==> src/hdl/tpts_pkg.sv <==
// Shared types, sizes and helpers for the timed priority task scheduler.
// Used by the scheduler and the port checker; depends on nothing.
package tpts_pkg;

  localparam int TASK_SLOTS      = 16;
  localparam int PRIORITY_LEVELS = 4;

  // Pointer width holds every slot plus the null value
  localparam int SLOT_W = $clog2(TASK_SLOTS + 1);
  localparam int SIDX_W = $clog2(TASK_SLOTS);
  localparam int PIDX_W = (PRIORITY_LEVELS > 1) ? $clog2(PRIORITY_LEVELS) : 1;
  localparam logic [SLOT_W-1:0] NIL = SLOT_W'(TASK_SLOTS);

  typedef enum logic [1:0] {
    CMD_CREATE   = 2'd0,
    CMD_DESTROY  = 2'd1,
    CMD_DISPATCH = 2'd2,
    CMD_COMPLETE = 2'd3
  } cmd_t;

  typedef enum logic [2:0] {
    ST_OK        = 3'd0,
    ST_FULL      = 3'd1,
    ST_NOHANDLER = 3'd2,
    ST_BADPRIO   = 3'd3,
    ST_BADSLOT   = 3'd4,
    ST_NOTHING   = 3'd5
  } status_t;

  typedef struct packed {
    logic [1:0]  command;
    logic [3:0]  task_slot;
    logic [31:0] handler_tag;
    logic [31:0] event_word;
    logic [31:0] argument_tag;
    logic [31:0] interval_ticks;
    logic        repeat_flag;
    logic [1:0]  priority_level;
    logic [31:0] now_tick;
  } in_item_t;

  typedef struct packed {
    logic [2:0]  status;
    logic [3:0]  result_slot;
    logic [31:0] out_handler;
    logic [31:0] out_event;
    logic [31:0] out_argument;
  } out_item_t;

  // One task table entry
  typedef struct packed {
    logic [31:0] handler;
    logic [31:0] evt;
    logic [31:0] argument;
    logic [31:0] interval;
    logic [31:0] last_end;
    logic        rpt;
    logic [1:0]  prio;
  } rec_t;

  // a strictly earlier than b, with wrap
  function automatic logic tick_before(input logic [31:0] a, input logic [31:0] b);
    logic [31:0] d;
    d = a - b;
    return d[31];
  endfunction

  function automatic logic prio_bad(input logic [1:0] p);
    return 5'(p) >= 5'(PRIORITY_LEVELS);
  endfunction

  function automatic logic [PIDX_W-1:0] prio_idx(input logic [1:0] p);
    return PIDX_W'(p);
  endfunction

  function automatic logic slot_bad(input logic [3:0] s);
    return 7'(s) >= 7'(TASK_SLOTS);
  endfunction

endpackage

==> src/hdl/tpts_ram.sv <==
// Generic single-write, single-read synchronous RAM with a registered read port.
// Standalone; no package needed.
module tpts_ram #(
  parameter int WIDTH = 8,
  parameter int DEPTH = 16
) (
  input  logic                     clk,
  input  logic                     we,
  input  logic [$clog2(DEPTH)-1:0] waddr,
  input  logic [WIDTH-1:0]         wdata,
  input  logic [$clog2(DEPTH)-1:0] raddr,
  output logic [WIDTH-1:0]         rdata
);

  logic [WIDTH-1:0] mem [DEPTH];

  // Write port and registered read port
  always_ff @(posedge clk) begin
    if (we) begin
      mem[waddr] <= wdata;
    end
    rdata <= mem[raddr];
  end

endmodule

==> src/hdl/timed_priority_task_scheduler.sv <==
// Timed priority task scheduler: one command item in, one result item out.
// Create rebuilds the free chain first when the table is empty; destroy frees
// the running task directly, else searches its ready queue and then the wait
// list; dispatch returns the running task or pops the most urgent ready queue;
// complete frees a one-shot task and puts a repeating one back into the wait
// list sorted by due tick; complete and a dispatch that finds nothing ready then
// promote due wait entries. A stalled output holds the result until it is taken.
// One item at a time; the link and task RAM read ports set the step rate.
// Synchronous active-low reset empties all queues; the RAMs need no clearing.
module timed_priority_task_scheduler (
  input  logic               clk,
  input  logic               rst_n,
  input  logic               in_valid,
  output logic               in_ready,
  input  tpts_pkg::in_item_t  in_data,
  output logic               out_valid,
  input  logic               out_ready,
  output tpts_pkg::out_item_t out_data
);
  import tpts_pkg::*;

  typedef enum logic [4:0] {
    S_IDLE, S_DECODE, S_REBUILD, S_C_RD, S_C_USE, S_PUSH1, S_PUSH2,
    S_D_RD, S_D_PRIO, S_U_STEP, S_U_ADV, S_FREE, S_Q_RD, S_Q_TAKE,
    S_X_RD, S_X_UPD, S_W_STEP, S_W_SUM, S_W_CMP, S_W_LINK, S_W_PREV,
    S_P_STEP, S_P_SUM, S_P_CMP, S_DONE
  } state_t;

  state_t             state_r, state_nxt;
  in_item_t           item_r, item_nxt;
  out_item_t          res_r, res_nxt;
  out_item_t          out_data_r, out_data_nxt;
  logic               out_valid_r, out_valid_nxt;
  logic [TASK_SLOTS-1:0] in_use_r, in_use_nxt;
  logic [SLOT_W-1:0]  rhead_r [PRIORITY_LEVELS];
  logic [SLOT_W-1:0]  rhead_nxt [PRIORITY_LEVELS];
  logic [SLOT_W-1:0]  rtail_r [PRIORITY_LEVELS];
  logic [SLOT_W-1:0]  rtail_nxt [PRIORITY_LEVELS];
  logic [SLOT_W-1:0]  whead_r, whead_nxt;
  logic [SLOT_W-1:0]  fhead_r, fhead_nxt;
  logic [SLOT_W-1:0]  cnt_r, cnt_nxt;
  logic [SLOT_W-1:0]  run_r, run_nxt;
  logic [SLOT_W-1:0]  s_r, s_nxt;
  logic [SLOT_W-1:0]  cur_r, cur_nxt;
  logic [SLOT_W-1:0]  prev_r, prev_nxt;
  logic [SLOT_W-1:0]  nx_r, nx_nxt;
  logic [SLOT_W-1:0]  n_r, n_nxt;
  logic [PIDX_W-1:0]  pp_r, pp_nxt;
  logic [31:0]        nr_r, nr_nxt;
  logic [31:0]        t_r, t_nxt;
  logic               inwait_r, inwait_nxt;
  logic               prom_r, prom_nxt;

  logic               lk_we;
  logic [SIDX_W-1:0]  lk_waddr, lk_raddr;
  logic [SLOT_W-1:0]  lk_wdata, lk_rdata;
  logic               rc_we;
  logic [SIDX_W-1:0]  rc_waddr, rc_raddr;
  rec_t               rc_wdata, rc_rdata;

  tpts_ram #(.WIDTH(SLOT_W), .DEPTH(TASK_SLOTS)) u_link_ram (
    .clk(clk), .we(lk_we), .waddr(lk_waddr), .wdata(lk_wdata),
    .raddr(lk_raddr), .rdata(lk_rdata)
  );

  tpts_ram #(.WIDTH($bits(rec_t)), .DEPTH(TASK_SLOTS)) u_task_ram (
    .clk(clk), .we(rc_we), .waddr(rc_waddr), .wdata(rc_wdata),
    .raddr(rc_raddr), .rdata(rc_rdata)
  );

  assign in_ready  = (state_r == S_IDLE);
  assign out_valid = out_valid_r;
  assign out_data  = out_data_r;

  // Command sequencer
  always_comb begin
    logic             found;
    logic [PIDX_W-1:0] fp;
    rec_t             nrec;
    state_nxt     = state_r;
    item_nxt      = item_r;
    res_nxt       = res_r;
    out_data_nxt  = out_data_r;
    out_valid_nxt = out_valid_r && !out_ready;
    in_use_nxt    = in_use_r;
    rhead_nxt     = rhead_r;
    rtail_nxt     = rtail_r;
    whead_nxt     = whead_r;
    fhead_nxt     = fhead_r;
    cnt_nxt       = cnt_r;
    run_nxt       = run_r;
    s_nxt         = s_r;
    cur_nxt       = cur_r;
    prev_nxt      = prev_r;
    nx_nxt        = nx_r;
    n_nxt         = n_r;
    pp_nxt        = pp_r;
    nr_nxt        = nr_r;
    t_nxt         = t_r;
    inwait_nxt    = inwait_r;
    prom_nxt      = prom_r;
    lk_we         = 1'b0;
    lk_waddr      = cur_r[SIDX_W-1:0];
    lk_wdata      = NIL;
    lk_raddr      = cur_r[SIDX_W-1:0];
    rc_we         = 1'b0;
    rc_waddr      = s_r[SIDX_W-1:0];
    rc_wdata      = rc_rdata;
    rc_raddr      = s_r[SIDX_W-1:0];
    found         = 1'b0;
    fp            = '0;
    nrec          = '0;

    unique case (state_r)
      S_IDLE: begin
        if (in_valid) begin
          item_nxt  = in_data;
          res_nxt   = '0;
          state_nxt = S_DECODE;
        end
      end

      S_DECODE: begin
        unique case (item_r.command)
          CMD_CREATE: begin
            if (cnt_r >= NIL) begin
              res_nxt.status = ST_FULL;
              state_nxt = S_DONE;
            end else if (item_r.handler_tag == 32'd0) begin
              res_nxt.status = ST_NOHANDLER;
              state_nxt = S_DONE;
            end else if (prio_bad(item_r.priority_level)) begin
              res_nxt.status = ST_BADPRIO;
              state_nxt = S_DONE;
            end else if (cnt_r == '0) begin
              cur_nxt   = '0;
              state_nxt = S_REBUILD;
            end else begin
              state_nxt = S_C_RD;
            end
          end
          CMD_DESTROY: begin
            if (slot_bad(item_r.task_slot) ||
                !in_use_r[SIDX_W'(item_r.task_slot)]) begin
              res_nxt.status = ST_BADSLOT;
              state_nxt = S_DONE;
            end else begin
              s_nxt = SLOT_W'(item_r.task_slot);
              res_nxt.result_slot = item_r.task_slot;
              if (run_r == SLOT_W'(item_r.task_slot)) begin
                run_nxt   = NIL;
                state_nxt = S_FREE;
              end else begin
                state_nxt = S_D_RD;
              end
            end
          end
          CMD_DISPATCH: begin
            if (run_r < NIL) begin
              s_nxt     = run_r;
              state_nxt = S_Q_RD;
            end else begin
              // pick the most urgent non-empty queue
              for (int p = PRIORITY_LEVELS - 1; p >= 0; p--) begin
                if (rhead_r[p] < NIL) begin
                  found = 1'b1;
                  fp    = PIDX_W'(p);
                end
              end
              if (found) begin
                s_nxt     = rhead_r[fp];
                pp_nxt    = fp;
                state_nxt = S_Q_RD;
              end else begin
                res_nxt.status = ST_NOTHING;
                n_nxt     = '0;
                state_nxt = S_P_STEP;
              end
            end
          end
          default: begin
            run_nxt = NIL;
            if (run_r >= NIL || !in_use_r[run_r[SIDX_W-1:0]]) begin
              res_nxt.status = ST_BADSLOT;
              n_nxt     = '0;
              state_nxt = S_P_STEP;
            end else begin
              s_nxt = run_r;
              res_nxt.result_slot = 4'(run_r);
              state_nxt = S_X_RD;
            end
          end
        endcase
      end

      // Lay the free chain out in ascending order
      S_REBUILD: begin
        lk_we    = 1'b1;
        lk_waddr = cur_r[SIDX_W-1:0];
        lk_wdata = cur_r + 1'b1;
        if (cur_r == NIL - 1'b1) begin
          fhead_nxt = '0;
          state_nxt = S_C_RD;
        end else begin
          cur_nxt = cur_r + 1'b1;
        end
      end

      S_C_RD: begin
        if (fhead_r >= NIL) begin
          res_nxt.status = ST_FULL;
          state_nxt = S_DONE;
        end else begin
          s_nxt     = fhead_r;
          lk_raddr  = fhead_r[SIDX_W-1:0];
          state_nxt = S_C_USE;
        end
      end

      // Take the slot off the free list and fill it
      S_C_USE: begin
        fhead_nxt     = lk_rdata;
        nrec.handler  = item_r.handler_tag;
        nrec.evt      = item_r.event_word;
        nrec.argument = item_r.argument_tag;
        nrec.interval = item_r.interval_ticks;
        nrec.last_end = 32'd0;
        nrec.rpt      = item_r.repeat_flag;
        nrec.prio     = item_r.priority_level;
        rc_we         = 1'b1;
        rc_waddr      = s_r[SIDX_W-1:0];
        rc_wdata      = nrec;
        in_use_nxt[s_r[SIDX_W-1:0]] = 1'b1;
        cnt_nxt       = cnt_r + 1'b1;
        pp_nxt        = prio_idx(item_r.priority_level);
        res_nxt.result_slot = 4'(s_r);
        prom_nxt      = 1'b0;
        state_nxt     = S_PUSH1;
      end

      // Append s_r to the tail of ready queue pp_r
      S_PUSH1: begin
        lk_we     = 1'b1;
        lk_waddr  = s_r[SIDX_W-1:0];
        lk_wdata  = NIL;
        state_nxt = S_PUSH2;
      end

      S_PUSH2: begin
        if (rtail_r[pp_r] < NIL) begin
          lk_we    = 1'b1;
          lk_waddr = rtail_r[pp_r][SIDX_W-1:0];
          lk_wdata = s_r;
        end else begin
          rhead_nxt[pp_r] = s_r;
        end
        rtail_nxt[pp_r] = s_r;
        if (prom_r) begin
          n_nxt     = n_r + 1'b1;
          state_nxt = S_P_STEP;
        end else begin
          state_nxt = S_DONE;
        end
      end

      S_D_RD: begin
        rc_raddr  = s_r[SIDX_W-1:0];
        state_nxt = S_D_PRIO;
      end

      S_D_PRIO: begin
        pp_nxt     = prio_idx(rc_rdata.prio);
        cur_nxt    = rhead_r[prio_idx(rc_rdata.prio)];
        prev_nxt   = NIL;
        n_nxt      = '0;
        inwait_nxt = 1'b0;
        state_nxt  = S_U_STEP;
      end

      // Walk the ready queue, then the wait list, looking for s_r
      S_U_STEP: begin
        if (cur_r < NIL && n_r < NIL) begin
          lk_raddr  = cur_r[SIDX_W-1:0];
          state_nxt = S_U_ADV;
        end else if (!inwait_r) begin
          inwait_nxt = 1'b1;
          cur_nxt    = whead_r;
          prev_nxt   = NIL;
          n_nxt      = '0;
        end else begin
          state_nxt = S_FREE;
        end
      end

      S_U_ADV: begin
        if (cur_r == s_r) begin
          if (prev_r < NIL) begin
            lk_we    = 1'b1;
            lk_waddr = prev_r[SIDX_W-1:0];
            lk_wdata = lk_rdata;
          end else if (inwait_r) begin
            whead_nxt = lk_rdata;
          end else begin
            rhead_nxt[pp_r] = lk_rdata;
          end
          if (!inwait_r && rtail_r[pp_r] == s_r) begin
            rtail_nxt[pp_r] = prev_r;
          end
          state_nxt = S_FREE;
        end else begin
          prev_nxt  = cur_r;
          cur_nxt   = lk_rdata;
          n_nxt     = n_r + 1'b1;
          state_nxt = S_U_STEP;
        end
      end

      // Return s_r to the free list
      S_FREE: begin
        in_use_nxt[s_r[SIDX_W-1:0]] = 1'b0;
        lk_we     = 1'b1;
        lk_waddr  = s_r[SIDX_W-1:0];
        lk_wdata  = fhead_r;
        fhead_nxt = s_r;
        if (cnt_r != '0) begin
          cnt_nxt = cnt_r - 1'b1;
        end
        if (item_r.command == CMD_COMPLETE) begin
          n_nxt     = '0;
          state_nxt = S_P_STEP;
        end else begin
          state_nxt = S_DONE;
        end
      end

      S_Q_RD: begin
        rc_raddr  = s_r[SIDX_W-1:0];
        lk_raddr  = s_r[SIDX_W-1:0];
        state_nxt = S_Q_TAKE;
      end

      // Hand out the task; pop it when nothing was running
      S_Q_TAKE: begin
        res_nxt.result_slot  = 4'(s_r);
        res_nxt.out_handler  = rc_rdata.handler;
        res_nxt.out_event    = rc_rdata.evt;
        res_nxt.out_argument = rc_rdata.argument;
        if (run_r >= NIL) begin
          rhead_nxt[pp_r] = lk_rdata;
          if (lk_rdata >= NIL) begin
            rtail_nxt[pp_r] = NIL;
          end
          lk_we    = 1'b1;
          lk_waddr = s_r[SIDX_W-1:0];
          lk_wdata = NIL;
          run_nxt  = s_r;
        end
        state_nxt = S_DONE;
      end

      S_X_RD: begin
        rc_raddr  = s_r[SIDX_W-1:0];
        state_nxt = S_X_UPD;
      end

      // Stamp the end tick; a repeating task goes on to the wait list, a one-shot one is freed
      S_X_UPD: begin
        nrec          = rc_rdata;
        nrec.last_end = item_r.now_tick;
        rc_we         = 1'b1;
        rc_waddr      = s_r[SIDX_W-1:0];
        rc_wdata      = nrec;
        t_nxt         = item_r.now_tick + rc_rdata.interval;
        if (rc_rdata.rpt) begin
          cur_nxt   = whead_r;
          prev_nxt  = NIL;
          n_nxt     = '0;
          state_nxt = S_W_STEP;
        end else begin
          state_nxt = S_FREE;
        end
      end

      // Find the sorted insertion point in the wait list
      S_W_STEP: begin
        if (cur_r < NIL && n_r < NIL) begin
          rc_raddr  = cur_r[SIDX_W-1:0];
          lk_raddr  = cur_r[SIDX_W-1:0];
          state_nxt = S_W_SUM;
        end else begin
          state_nxt = S_W_LINK;
        end
      end

      S_W_SUM: begin
        nr_nxt    = rc_rdata.last_end + rc_rdata.interval;
        nx_nxt    = lk_rdata;
        state_nxt = S_W_CMP;
      end

      S_W_CMP: begin
        if (tick_before(t_r, nr_r)) begin
          state_nxt = S_W_LINK;
        end else begin
          prev_nxt  = cur_r;
          cur_nxt   = nx_r;
          n_nxt     = n_r + 1'b1;
          state_nxt = S_W_STEP;
        end
      end

      S_W_LINK: begin
        lk_we    = 1'b1;
        lk_waddr = s_r[SIDX_W-1:0];
        lk_wdata = cur_r;
        if (prev_r < NIL) begin
          state_nxt = S_W_PREV;
        end else begin
          whead_nxt = s_r;
          n_nxt     = '0;
          state_nxt = S_P_STEP;
        end
      end

      S_W_PREV: begin
        lk_we     = 1'b1;
        lk_waddr  = prev_r[SIDX_W-1:0];
        lk_wdata  = s_r;
        n_nxt     = '0;
        state_nxt = S_P_STEP;
      end

      // Move due wait entries to their ready queues
      S_P_STEP: begin
        if (whead_r < NIL && n_r < NIL) begin
          rc_raddr  = whead_r[SIDX_W-1:0];
          lk_raddr  = whead_r[SIDX_W-1:0];
          state_nxt = S_P_SUM;
        end else begin
          state_nxt = S_DONE;
        end
      end

      S_P_SUM: begin
        nr_nxt    = rc_rdata.last_end + rc_rdata.interval;
        nx_nxt    = lk_rdata;
        pp_nxt    = prio_idx(rc_rdata.prio);
        s_nxt     = whead_r;
        state_nxt = S_P_CMP;
      end

      S_P_CMP: begin
        if (tick_before(item_r.now_tick, nr_r)) begin
          state_nxt = S_DONE;
        end else begin
          whead_nxt = nx_r;
          prom_nxt  = 1'b1;
          state_nxt = S_PUSH1;
        end
      end

      // Hold the result until the output register is free
      S_DONE: begin
        if (!out_valid_r || out_ready) begin
          out_data_nxt  = res_r;
          out_valid_nxt = 1'b1;
          state_nxt     = S_IDLE;
        end
      end

      default: begin
        state_nxt = S_IDLE;
      end
    endcase
  end

  // State and registered outputs
  always_ff @(posedge clk) begin
    if (!rst_n) begin
      state_r     <= S_IDLE;
      out_valid_r <= 1'b0;
      in_use_r    <= '0;
      whead_r     <= NIL;
      fhead_r     <= '0;
      cnt_r       <= '0;
      run_r       <= NIL;
      prom_r      <= 1'b0;
      inwait_r    <= 1'b0;
      for (int p = 0; p < PRIORITY_LEVELS; p++) begin
        rhead_r[p] <= NIL;
        rtail_r[p] <= NIL;
      end
    end else begin
      state_r     <= state_nxt;
      out_valid_r <= out_valid_nxt;
      in_use_r    <= in_use_nxt;
      whead_r     <= whead_nxt;
      fhead_r     <= fhead_nxt;
      cnt_r       <= cnt_nxt;
      run_r       <= run_nxt;
      prom_r      <= prom_nxt;
      inwait_r    <= inwait_nxt;
      rhead_r     <= rhead_nxt;
      rtail_r     <= rtail_nxt;
    end
    item_r     <= item_nxt;
    res_r      <= res_nxt;
    out_data_r <= out_data_nxt;
    s_r        <= s_nxt;
    cur_r      <= cur_nxt;
    prev_r     <= prev_nxt;
    nx_r       <= nx_nxt;
    n_r        <= n_nxt;
    pp_r       <= pp_nxt;
    nr_r       <= nr_nxt;
    t_r        <= t_nxt;
  end

endmodule

==> config.mk <==
export PLATFORM = sky130hd
export DESIGN_NAME = timed_priority_task_scheduler
export DESIGN_NICKNAME = d
export VERILOG_FILES = /design/src/hdl/tpts_pkg.sv /design/src/hdl/tpts_ram.sv /design/src/hdl/timed_priority_task_scheduler.sv
export SDC_FILE = /design/constraint.sdc
export NUM_CORES = 2
export LEC_CHECK = 0
export CORE_MARGIN = 2
export CORE_UTILIZATION = 35
export CTS_BUF_LIST = sky130_fd_sc_hd__clkbuf_4 sky130_fd_sc_hd__clkbuf_8 sky130_fd_sc_hd__clkbuf_16
export DETAILED_ROUTE_END_ITERATION = 12
export DONT_BUFFER_PORTS = 1
export GPL_TIMING_DRIVEN = 1
export PLACE_DENSITY_LB_ADDON = 0.15
export SYNTH_ARGS = -nofsm -noshare
export SYNTH_HDL_FRONTEND = slang
export SYNTH_SLANG_ARGS = --single-unit
==> constraint.sdc <==
create_clock -name clk -period 23.8 [get_ports clk]
set_input_delay 4.76 -clock clk [delete_from_list [all_inputs] [get_ports clk]]
set_output_delay 4.76 -clock clk [all_outputs]
set_load 0.02 [all_outputs]
== Word level (Yosys, flattened, before mapping) ==
Memories as Yosys holds them, arrays and structs flattened. A register that Yosys moved wholly into a read port is not among the register bits.
Cells that the tools add are included.
Storage, ports and cells
  bits in registers: 550
  bits in writable memories: 2688
  input port bits: 173
  memories kept: 2
Operators by class
  add/sub/neg operators: 8
  magnitude comparators: 22
  eq/ne operators: 77
  muxes and demuxes: 175
  bitwise gates (word level): 9
  reductions and logical operators: 60
Memory list
  u_task_ram.mem: depth 16, width 163, rd ports 1, clocked after Yosys merged registers in 1, write ports 1, line tpts_ram.sv:15  | logic [WIDTH-1:0] mem [DEPTH];
  u_link_ram.mem: depth 16, width 5, rd ports 1, clocked after Yosys merged registers in 1, write ports 1, line tpts_ram.sv:15
Operator list (count)
  $pmux 163 s2: 1
  $mux 5: 65
  $pmux 96 s2: 1
  $mux 20: 9
  $pmux 5 s25: 1
  $pmux 20 s3: 2
  $mux 103: 1
  $bwmux 20: 4
  $pmux 5 s3: 5
  $add 32x32->32: 2
  $sub 32x32->32: 2
  $ne 2x2->1 const B: 31
  $mux 4: 14
  $lt 5x5->1 const B: 10
  $eq 5x4->1 const B: 9
  $eq 5x5->1 const B: 9
  $pmux 5 s9: 1
  $pmux 5 s2: 4
  $pmux 5 s7: 1
  $and 16x16->16: 2
  $logic_not 32->1: 1
  $not 16->16: 2
  $pmux 16 s2: 1
  $bmux 5 s2: 3
  58 further kinds: 170

== Longest topological paths before layout ==
  depth in word-level cells: 16
  depth in mapped cells: 14
  gate-level depth less buffers: 12

== Cells and area by module ==
A second synthesis with hierarchy kept.
Second synthesis, totals
  cell total of the unflattened synthesis: 6636
  area total of the unflattened synthesis: 131766.4 um2
By module, submodules not included
  tpts_ram (u_task_ram): times used 1, cells each 4253, area each 100954.3 um2
  timed_priority_task_scheduler: times used 1, cells each 2228, area each 27599.0 um2
  tpts_ram (u_link_ram): times used 1, cells each 155, area each 3213.1 um2

== Worst setup path after synthesis ==
No wires, ideal clock.
  path type: input port to flip-flop
  start: input out_ready
  end: register out_data_r (netlist bit out_data[0]), enable pin
  setup time: 0.817 ns
  data arrival time: 14.533 ns
  data required time: 22.983 ns
  path slack: 8.450 ns
  cell stages on the path: 2
  path buffers: 0
  cells stage by stage: nor2b_1 -> nor4_1
Between the ends
  cells in the longest elaborated chain, start to end: 2
Ends and longest elaborated chain
  start, declared: line timed_priority_task_scheduler.sv:17  | input logic out_ready,
  $logic_or 1x1->1: line timed_priority_task_scheduler.sv:464  | if (!out_valid_r || out_ready) begin
  $reduce_and 2->1 (no source line)
  end signal, assigned: line timed_priority_task_scheduler.sv:508  | out_data_r <= out_data_nxt;
  end, declared: line timed_priority_task_scheduler.sv:32  | out_item_t out_data_r, out_data_nxt;
No other way between the ends.
A chain may end at the register's enable or synchronous reset.

== Worst setup path after layout ==
  start: register state_r[3]
  end: output in_ready
Between the ends
  cells in the longest elaborated chain, start to end: 1
Ends and longest elaborated chain
  start, declared: line timed_priority_task_scheduler.sv:29  | state_t state_r, state_nxt;
  start signal, assigned: line timed_priority_task_scheduler.sv:494  | state_r <= state_nxt;
  $logic_not 5->1: line timed_priority_task_scheduler.sv:71  | assign in_ready = (state_r == S_IDLE);
  end, declared: line timed_priority_task_scheduler.sv:14  | output logic in_ready,
No other way between the ends.

==> results.tsv <==
stage	metric	value	unit
finish	multi_input_area	0.0338	mm^2
timing	setup_viol	0	
power_and_ir_drop	p_total	19.4	mW
routing	drt-total-wl	404000	um
routing	drtIter0Drc	7989	
setup_path	critical_path_buf_inv_count	1	
clock_tree	cts_root_buf	clkbuf_16	
clock_tree	cts_resized	0	
clock_tree	cts-buffers-inserted	377	
flow_run	maxCapViolCount	0	
synth	synth.distinct_cells	91	
synth	synth_top_cells_by_count	edfxtp_1 (3154), nand2_1 (2686), nand3_1 (1114)	
setup_path	path_cells	buf_4 -> or3_1 -> nor2_1	
timing	tightest_slew	1.40	ns
setup_path	cp_max_fo	25	
power_and_ir_drop	ir_worst_vdd	0.0729	mV
global_route	grt_pass1_wl	582000	um
timing	slew_headroom	6.36	%
routing	viasPerCell	5.35	
die	start_util	35.1	%
clock_tree	insertion_delay	0.98	ns
power_and_ir_drop	p_leak	53.0	nW
global_route	grt_max_degree	190	
synth	synthCells	10327	
setup_path	end_kind	primary output	
finish	regArea	0.0998	mm^2
timing	min_period	7.25	ns
die	dieWidth	628	um
setup_path	critPathKind	flip-flop to primary output	
synth	yosys_register_bits	3406	
clock_tree	clockBufferDepth	4	
die	die_area	0.395	mm^2
timing	hold_violations	0	
synth	synth_warnings	0	
clock_tree	clk_transition_reported_paths	0.06	ns
synth	synth_nets	10636	
routing	num_vias	84202	
routing	route.met2.wl	193000	um
synth	synthFlopType	edfxtp_1	
power_and_ir_drop	power.density	125	mW/mm^2
outcome	status	finished, final reports clean	
routing	post_drt_wl_per_cell	25.7	um
finish	final_area	0.155	mm^2
global_route	grt_use_total	19.8	%
die	num_rows	229	
setup_path	arrival	2.49	ns
routing	drc_errors	0	
setup_path	cp-start-kind	flip-flop	
setup_path	max_stage_delay	0.52	ns
die	die_h	628	um
clock_tree	htree_levels	5	
routing	first_pass_iters	10	
synth	synth_top_area_share	69.4	%
finish	num-fill-cells	36263	
synth	synth_edf_count	3154	
clock_tree	hold_buffers	0	
global_route	grt-ovfl-total	0	
timing	drv_slew	0	
routing	wl_met3	20500	um
timing	post-route-period-util	30.5	%
synth	synth.most_common_cell	edfxtp_1	
timing	rsz0062_at_grt	no	
setup_path	critical-path-top-delay-family	simple AND/OR/NAND/NOR gates	
placement	postPlaceCellArea	0.142	mm^2
finish	drive_gt1_share	8.74	%
routing	wl_met1	180000	um
routing	top_layer	met5	
placement	io_buffers	0	
global_route	grt_pass1_vias	82119	
timing	max_freq	138	MHz
timing	finClkSkew	0.0814	ns
finish	finalNetCount	10513	
placement	dp_hpwl	213000	um
worst_hold_path	hp-class	flip-flop to flip-flop	
synth	synth_area_leaders	edfxtp_1 (69%), nand2_1 (7.4%), nand3_1 (4.1%)	
synth	yosysTopAreaCell	edfxtp_1	
die	ios	278	
synth	ys_seq_area_share	73.1	%
placement	place_congestion	0.863	
synth	avgSynthCellArea	13.2	um^2
clock_tree	cts_setup_buffers	0	
timing	setup-tns-final	0	ns
clock_tree	cts_tree	done	
global_route	antenna_found_initial	32	
die	fp.coreArea	0.389	mm^2
clock_tree	clock_sinks	3406	
synth	syn_area	0.136	mm^2
synth	ys_async_sr_fraction	0	%
setup_path	worst_ep_required_time	19.04	ns
routing	postRouteAntennaNets	0	
finish	area_delta_synth_final	13.6	%
setup_path	critPathSlowestCell	or3_1	
[metal layers]
layer	vias to the layer above	GRT usage, %
met5	-	0
li1	38074	-
met3	584	2.41
met1	43054	27.4
met2	2480	32.9
met4	10	5.05
[cell usage in the layout, fill, tap and decap left out, drive strengths merged, types with 23 or more instances in the layout]
cell / netlist / layout
a21oi: 180 / 180
buf: 314 / 168
nand3: 1114 / 1114
dfxtp: 252 / 252
mux2i: 122 / 122
a311oi: 389 / 389
clkbuf: 356 / 496
nand2b: 27 / 27
nor2b: 182 / 182
bufinv: 0 / 46
nand2: 2686 / 2686
nor3: 29 / 29
nor2: 209 / 209
xor2: 37 / 37
a31oi: 175 / 175
clkinv: 2 / 143
nand4: 25 / 25
a211oi: 237 / 237
a21o: 63 / 63
o21ai: 85 / 85
ha: 133 / 133
edfxtp: 3154 / 3154
and2: 158 / 158
a22o: 36 / 36
inv: 74 / 83
xnor2: 45 / 45
mux4: 23 / 23
[worst paths after layout]
| kind | startpoint | to | cells after the start | slack [ns] |
|---|---|---|---|---|
| max | state_r[3]$_SDFFE_PN0P_ | in_ready | 3 | 16.55 |
| min | res_r[14]$_SDFFCE_PN0P_ | out_data[14]$_DFFE_PP_ | 0 | 0.41 |
| max reg2reg | state_r[1]$_SDFFE_PN0P_ | u_task_ram.rdata[118]$_DFF_P_ | 14 | 17.57 |
| min reg2reg | res_r[14]$_SDFFCE_PN0P_ | out_data[14]$_DFFE_PP_ | 0 | 0.41 |
[stage by stage]
step	setup slack, ns	utilization [%]	instances	hold slack (ns)
final	16.55	39.9	15730	0.406
after global placement	15.90	36.5	15022	0.403
after detailed placement	15.84	36.5	15022	0.405
after floorplan	8.45	-	10327	0.400
after CTS	16.41	39.9	15726	0.415
after global routing	16.42	39.9	15727	0.423
[registers in the layout, indices dropped and copies added, names as in the netlist, 2 cells and up, named ones only]
| name | count |
|---|---|
| pp_r | 2 |
| nx_r | 5 |
| rhead_r | 20 |
| rtail_r | 20 |
| run_r | 5 |
| state_r | 5 |
| res_r | 103 |
| whead_r | 5 |
| u_task_ram.mem | 2608 |
| n_r | 5 |
| nr_r | 32 |
| item_r | 169 |
| cnt_r | 5 |
| fhead_r | 5 |
| out_data | 103 |
| t_r | 32 |
| u_link_ram.mem | 80 |
| cur_r | 5 |
| prev_r | 5 |
| s_r | 5 |
| u_link_ram.rdata | 5 |
| u_task_ram.rdata | 163 |
[area by class of cell]
class	count	share of cell area (%)
multi-input cells	6175	21.8
flip-flops and latches	3406	64.4
diodes	4	0.00646
clock buffers	496	6.83
inverters	76	0.185
well taps	5197	4.20
clock inverters	208	1.65
repair buffers	168	0.975
[worst reg2reg max path, cell delays in order (launching register included)]
cell	delay, ns
dfxtp_1	0.30
buf_4	0.26
nor2_2	0.48
and3_4	0.37
o21ai_4	0.12
nand2_1	0.16
and3_4	0.70
buf_4	0.81
buf_4	0.82
buf_4	0.75
buf_4	0.62
a211oi_1	0.12
a311oi_1	0.31
a311oi_1	0.10
a31oi_1	0.20
[cells by family after synthesis]
group,Yosys count,share of synthesized area [%]
simple gates,4493,14.3
flops,3406,73.1
compound gates,1318,7.20
buf+inv,746,2.35
mux,146,1.28
fa+ha+maj,136,1.26
xor+xnor,82,0.526
[power breakdown]
| part | switching [mW] | internal [mW] | leakage, nW |
|---|---|---|---|
| clock network | 2.44 | 3.65 | 6.54 |
| logic | 3.51 | 1.24 | 15.8 |
| registers | 0.444 | 8.15 | 30.6 |
(Power assumes the default switching activity.)
